`config.mk`:
```
export PLATFORM = sky130hd
export DESIGN_NAME = b3h_front
export DESIGN_NICKNAME = d
export VERILOG_FILES = /design/src/sv/b3h_pkg.sv /design/src/sv/b3h_front.sv
export SDC_FILE = /design/constraint.sdc
export NUM_CORES = 1
export LEC_CHECK = 0
export BUFFER_PORTS_ARGS = -buffer_cell sky130_fd_sc_hd__buf_2
export CAP_MARGIN = 25
export CORE_MARGIN = 2
export CORE_UTILIZATION = 47
export CTS_CLUSTER_SIZE = 40
export DETAILED_ROUTE_END_ITERATION = 7
export PLACE_DENSITY = 0.8
export RECOVER_POWER = 25
export SYNTH_ARGS = -nofsm -noshare
export SYNTH_HDL_FRONTEND = slang
export SYNTH_SLANG_ARGS = --single-unit
```
`constraint.sdc`:
```
create_clock -name clk_i -period 2.1 [get_ports clk_i]
set_clock_uncertainty 0.2 [all_clocks]
set_input_delay 0.105 -clock clk_i [delete_from_list [all_inputs] [get_ports clk_i]]
set_output_delay 0.105 -clock clk_i [all_outputs]
set_load 0.05 [all_outputs]
```
`src/sv/b3h_pkg.sv`:
```
`default_nettype none
package b3h_pkg;
  localparam int BlockBytes = 64;
  localparam int ChunkBlocks = 16;
  localparam int RoundCount = 7;
  localparam logic [31:0] FlagBegin = 32'd1;
  localparam logic [31:0] FlagFinish = 32'd2;
  localparam logic [31:0] FlagTop = 32'd8;
  localparam int QueueDepth = 4;

  typedef logic [31:0] word_t;
  typedef word_t [7:0] cv_t;
  typedef word_t [15:0] blk_t;

  localparam cv_t InitVec = {32'h5BE0CD19, 32'h1F83D9AB, 32'h9B05688C, 32'h510E527F,
                             32'hA54FF53A, 32'h3C6EF372, 32'hBB67AE85, 32'h6A09E667};

  // One queued beat: word with its clipped byte count and last mark.
  typedef struct packed {
    logic [31:0] word;
    logic [2:0]  count;
    logic        last;
  } beat_t;

  typedef enum logic [1:0] {
    ST_FILL,
    ST_COMP,
    ST_EMIT
  } state_e;

  function automatic logic [3:0] perm_idx(input logic [2:0] r, input logic [3:0] k);
    logic [3:0] p [16];
    logic [3:0] x;
    p = '{4'd2, 4'd6, 4'd3, 4'd10, 4'd7, 4'd0, 4'd4, 4'd13,
          4'd1, 4'd11, 4'd12, 4'd5, 4'd9, 4'd14, 4'd15, 4'd8};
    x = k;
    for (int i = 0; i < 6; i++) begin
      if (3'(i) < r) x = p[x];
    end
    return x;
  endfunction
endpackage
`default_nettype wire

```
`src/sv/b3h_front.sv`:
```
`default_nettype none
module b3h_front
  import b3h_pkg::*;
(
  input  wire logic        clk_i,
  input  wire logic        rst_ni,
  input  wire logic        valid_i,
  output logic             stall_o,
  input  wire logic [31:0] message_word_i,
  input  wire logic [2:0]  byte_count_i,
  input  wire logic        last_item_i,
  output logic             q_valid_o,
  output beat_t            q_beat_o,
  input  wire logic        q_pop_i
);
  localparam int PtrW = $clog2(QueueDepth);
  beat_t mem_q [QueueDepth];
  logic [PtrW-1:0] wp_q, rp_q;
  logic [PtrW:0] cnt_q;
  logic push;
  beat_t nb;

  assign stall_o = (cnt_q == (PtrW+1)'(QueueDepth));
  assign push = valid_i && !stall_o;
  always_comb begin
    nb.word = message_word_i;
    nb.count = (byte_count_i > 3'd4) ? 3'd4 : byte_count_i;
    nb.last = last_item_i;
  end
  assign q_valid_o = (cnt_q != '0);
  assign q_beat_o = mem_q[rp_q];

  always_ff @(posedge clk_i) begin
    if (push) mem_q[wp_q] <= nb;
  end

  always_ff @(posedge clk_i or negedge rst_ni) begin
    if (!rst_ni) begin
      wp_q <= '0;
      rp_q <= '0;
      cnt_q <= '0;
    end else begin
      if (push) wp_q <= wp_q + 1'b1;
      if (q_pop_i) rp_q <= rp_q + 1'b1;
      cnt_q <= cnt_q + (PtrW+1)'(push) - (PtrW+1)'(q_pop_i);
    end
  end
endmodule
`default_nettype wire

```
Word-level counts from Yosys, hierarchy flattened

Memory sizes are Yosys's and may differ from the RTL's.
Index checks and enable logic that the tools add are counted.

Add/sub/neg operators: 4
$mul: 0
Div/mod/pow operators: 0
Magnitude comparators: 1
Equal/unequal tests: 1
Shifts and indexed selects: 0
Multiplexer cells: 3
Bitwise gates (word level): 0
Reductions and logical operators: 3

Operator list:

| kind                                                          | count |
|---|---|
| 2-bit by 1-bit adder with 2-bit output, second input constant | 2 |
| 3-bit by 1-bit adder with 3-bit output                        | 1 |
| 3-bit equality test, second input constant                    | 1 |
| 3-bit > comparator, second input constant                     | 1 |
| 3-bit two-way mux                                             | 1 |
| 3-bit nonzero test                                            | 1 |
| 3-bit by 1-bit subtractor with 3-bit output                   | 1 |
| 1-bit two-way mux                                             | 2 |
| 1-bit logical AND                                             | 1 |
| 1-bit logical NOT                                             | 1 |

Register bits after elaboration: 7
Latch bits: 0
RAM bits: 144
Memory bits (read-only): 0
Input bits: 40
Output and inout port bits: 38
Logic and storage cells: 16
Memories kept: 1

Memory list:

| memory | words | width | rd ports | clocked after Yosys merged registers in | write ports | line            | RTL |
|---|---|---|---|---|---|---|---|
| mem_q  | 4     | 36    | 1        | 0                                       | 1           | b3h_front.sv:17 | `beat_t mem_q [QueueDepth];` |

Longest topological paths before layout

Depth after elaboration: 5
Gate-level depth with buffers: 9
Depth with buffers taken out: 9

Worst setup path before layout

OpenSTA, ideal clock, no wires.

Kind: flip-flop to flip-flop
Start: register cnt_q[1]
End: register cnt_q[2]
Setup time: 127 ps
Arrival time: 2518 ps
Required time: 1773 ps
Slack: -745 ps
Cell stages (with the launch flop): 10
Path buffers: 0
Period minus slack after synthesis: 2845 ps
Cells stage by stage: dfrtp_1 -> nor3b_2 -> nand2b_1 -> ha_1 -> inv_1 -> ha_1 -> inv_1 -> fa_1 -> xnor2_1 -> xnor2_1

Longest elaborated chain between the ends: 5

Ends and longest elaborated chain:

| item                                        | line            | RTL |
|---|---|---|
| from (decl)                                 | b3h_front.sv:19 | `logic [PtrW:0] cnt_q;` |
| from (signal assigned)                      | b3h_front.sv:45 | `cnt_q <= cnt_q + (PtrW+1)'(push) - (PtrW+1)'(q_pop_i);` |
| 3-bit equality test                         | b3h_front.sv:23 | `assign stall_o = (cnt_q == (PtrW+1)'(QueueDepth));` |
| named net stall_o                           | b3h_front.sv:8  | `output logic stall_o,` |
| 1-bit logical NOT                           | b3h_front.sv:24 | `assign push = valid_i && !stall_o;` |
| 1-bit logical AND                           | b3h_front.sv:24 |  |
| 3-bit by 1-bit adder with 3-bit output      | b3h_front.sv:45 |  |
| 3-bit by 1-bit subtractor with 3-bit output | b3h_front.sv:45 |  |

The timed path passes the listed nets, and every way through them passes these cells.
A chain may end at the register's enable or synchronous reset.

Worst setup path in the final report

Start: register cnt_q[0]
End: register cnt_q[2]

Longest elaborated chain between the ends: 5

Ends and longest elaborated chain:

| item                                            | line |
|---|---|
| 3-bit equality test                             | b3h_front.sv:23 |
| 1-bit logical NOT                               | b3h_front.sv:24 |
| 1-bit logical AND                               | b3h_front.sv:24 |
| 3-bit by 1-bit adder with 3-bit output (*)      | b3h_front.sv:45 |
| 3-bit by 1-bit subtractor with 3-bit output (*) | b3h_front.sv:45 |

Every way passes the cells marked *; elsewhere a longest branch is shown, timed or not.

==> impl_metrics.toml <==
[logic_synthesis]
ys.flop_type = "edfxtp_1"
synthMostInstantiatedCell = "edfxtp_1"
synth_mux_area_share_pct = 14.3
ys_warn_count = 0
synthDistinctLibCells = 22
synthAdderAreaFrac_pct = 1.67
synth_top_area_share_pct = 76.2
netlist_instances = 230
syn-num-nets = 277
synthSimpleGateAreaFrac_pct = 2.14
ys_ff_latch = 151
ys_top_cells_by_count = "edfxtp_1, mux4_2, dfrtp_1"
synth-xor-area-share_pct = 0.617
synth_compound_area_share_pct = 0.264
ys_seq_area_share_pct = 79.2
syn-mean-instance-area_um2 = 24.7
synth_top_family_by_area = "multiplexers"
synth_area_mm2 = 0.00568
async_flop_share_pct = 4.64
synth_area_leader_cell = "edfxtp_1"
synth_top_cells_by_area = "edfxtp_1, mux4_2, dfrtp_1"
synth-edff-count = 144

[cells_and_area]
fin_nets = 422
final_area_mm2 = 0.00768
drive_above_1_share_pct = 39.9
fin_util_pct = 64.5
antenna_cells = 0
area_growth_pct = 35.3

[timing]
worst_slack_ns = -0.0561
period_share_pct = 103
timing.final.hold_violations = 0
fmax_ghz = 0.464
setup_violations = 2
fin_tns_setup_ns = -0.0610
rsz0062_at_grt = "true"
max-slew-margin-rel_pct = 78.1
tightest_slew_ns = 0.328
drv_slew = 0
period_needed_ns = 2.16

[clocking]
path_clk_slew_ns = 0.06
cts_root_buf = "clkbuf_16"
clk_path_buf_depth = 2
htreeDepth = 4
cts_buffers = 17
cts.sinks = 151
worstSkewPairLatency_ns = 0.42
cts_tree = "yes"

[drt]
firstDrtPassIters = 4
drcViolationCount = 0
wl_per_cell_um = 18.8
drtAntennaViolNets = 0
routed_via_density = 5.18
routed-via-count = 2773
initialDrtViolationCount = 197
wl_um = 10100

[setup_path]
worstSetupEndpointType = "flip-flop"
crit_path_max_incr_delay_ns = 0.40
crit_end = "cnt_q[2]"
r2r-end = "cnt_q[2]"
cp-start-kind = "flip-flop"
cp.required_ns = 2.20
reg2reg_setup_slack_ns = -0.06
worstPathArrival_ns = 2.25
criticalPathCategory = "flip-flop to flip-flop"
slowest_stage = "dfrtp_1"
crit_start = "cnt_q[0]"
reg2regPathDepth = 9
crit_chain = "nor3b_4 > nand2b_4 > ha_4 > inv_4 > ha_4 > inv_2 > fa_2 > xnor2_2 > xnor2_1"
crit_fanout = 2
crit_top_cell = "ha_4"
r2r_start = "cnt_q[0]"

[placement]
io_buffers = 77
hpwl_um = 5800
post_dp_cell_area_mm2 = 0.00641
post-place-ws_ns = -0.0413
gp_congestion = 0.692

[die]
row_count = 40
dieArea_mm2 = 0.0130
core_area_mm2 = 0.0119
die_w_um = 114
io_pins = 78
die_h_um = 114
initial_utilization_pct = 47.7

[power_and_ir_drop]
vdd_drop_max_mv = 1.01
pwr_density_cell_mw_per_mm2 = 1630
leakagePower_uw = 0.00269

[global_routing]
grt_pass1_vias = 2961
grt.total_usage_pct = 17.2
grt_overflow = 0
grt_first_pass_wirelength_um = 15900
grt_max_degree = 37
antenna_found_initial = 0

[status]
outcome = "complete, but fails checks"
failed_checks = "setup timing"

[flow_run]
max_cap_viol_count = 0

[hold_path]
min_path_type = "primary input to flip-flop"
stage by stage:
| stage | instances | power, uW | hold slack (ns) |
|---|---|---|---|
| floorplan | 230 | 7640 | -0.391 |
| global placement | 459 | 8700 | -0.254 |
| global route | 535 | 13100 | 0.108 |
| finish | 535 | 12600 | 0.120 |
| CTS | 533 | 12600 | 0.0811 |
| detailed placement | 459 | 8800 | -0.254 |
flip-flops by register name, summed over array words and instances, names as in the netlist:
register  flops
cnt_q         3
mem_q       144
rp_q          2
wp_q          2
area by class of cell:
| cell class | count | area (um^2) |
|---|---|---|
| fillers | 794 | 4230 |
| well taps | 147 | 184 |
| clock buffers | 23 | 488 |
| multi-input cells | 65 | 1130 |
| flip-flops and latches | 151 | 4500 |
| clock inverters | 9 | 121 |
| repair buffers | 135 | 1240 |
| inverters | 5 | 21.3 |
layout by cell type, fill, tap and decap left out, types with 2 or more instances in the layout:
master,n
buf_2,22
o211ai_1,2
ha_1,4
buf_6,34
xnor2_1,2
clkbuf_8,4
clkinv_2,4
nand2_1,2
clkbuf_1,22
buf_12,10
nor2b_1,2
dfrtp_2,3
ha_4,2
dlygate4sd3_1,40
edfxtp_1,144
and3b_2,4
nand2b_1,3
clkbuf_16,17
inv_1,3
buf_4,9
mux4_2,36
bufinv_16,3
dfrtp_1,4
cells by family (layout without fill, tap and decap cells):
group / Yosys count / after routing
buf+inv: 14 / 172
compound gates: 2 / 2
simple gates: 16 / 16
flops: 151 / 151
xor+xnor: 4 / 4
fa+ha+maj: 7 / 7
mux: 36 / 36
critical path, delay by kind of cell (launching register included):
| family | cells | cell delay (ns) |
|---|---|---|
| adder cells (fa/ha/maj) | 3 | 0.69 |
| flip-flops | 1 | 0.40 |
| AND/OR/NAND/NOR | 2 | 0.39 |
| XOR/XNOR | 2 | 0.26 |
| buffers and inverters | 2 | 0.10 |
power by group:
group          switching, uW  internal, uW
Combinational           3110          2200
Clock                   1060          1980
Sequential               213          3990
Total                   4390          8170
what timing repair did:
action | CTS | global route
resized for setup | 73 | 5
setup endpoints to repair | 34 | 38
buffers inserted | 2 | 2
pin swaps | 4 | 2
hold endpoints to repair | 155 | 0
hold buffers | 40 | 0
metal layers:
metal	GRT usage (%)	routed length, um	vias to the layer above	share of wire, %
met2	29.2	5370	68	53
met1	20.5	4090	1432	41
met5	0	0	-	0
met3	6.38	446	16	4.4
li1	-	-	1257	-
met4	5.93	141	0	1.4
how the worst min path moves through the flow:
stage	startpoint	to	slack, ns	depth (start not counted)
after CTS	valid_i	cnt_q[0]	0.08	5
after floorplan	rst_ni	cnt_q[0]	-0.39	0
final	valid_i	cnt_q[0]	0.12	5
after global routing	valid_i	cnt_q[0]	0.11	5
after detailed placement	rst_ni	cnt_q[0]	-0.25	1
after global placement	rst_ni	cnt_q[0]	-0.25	1
No activity file was read; power rests on OpenSTA's default activity.
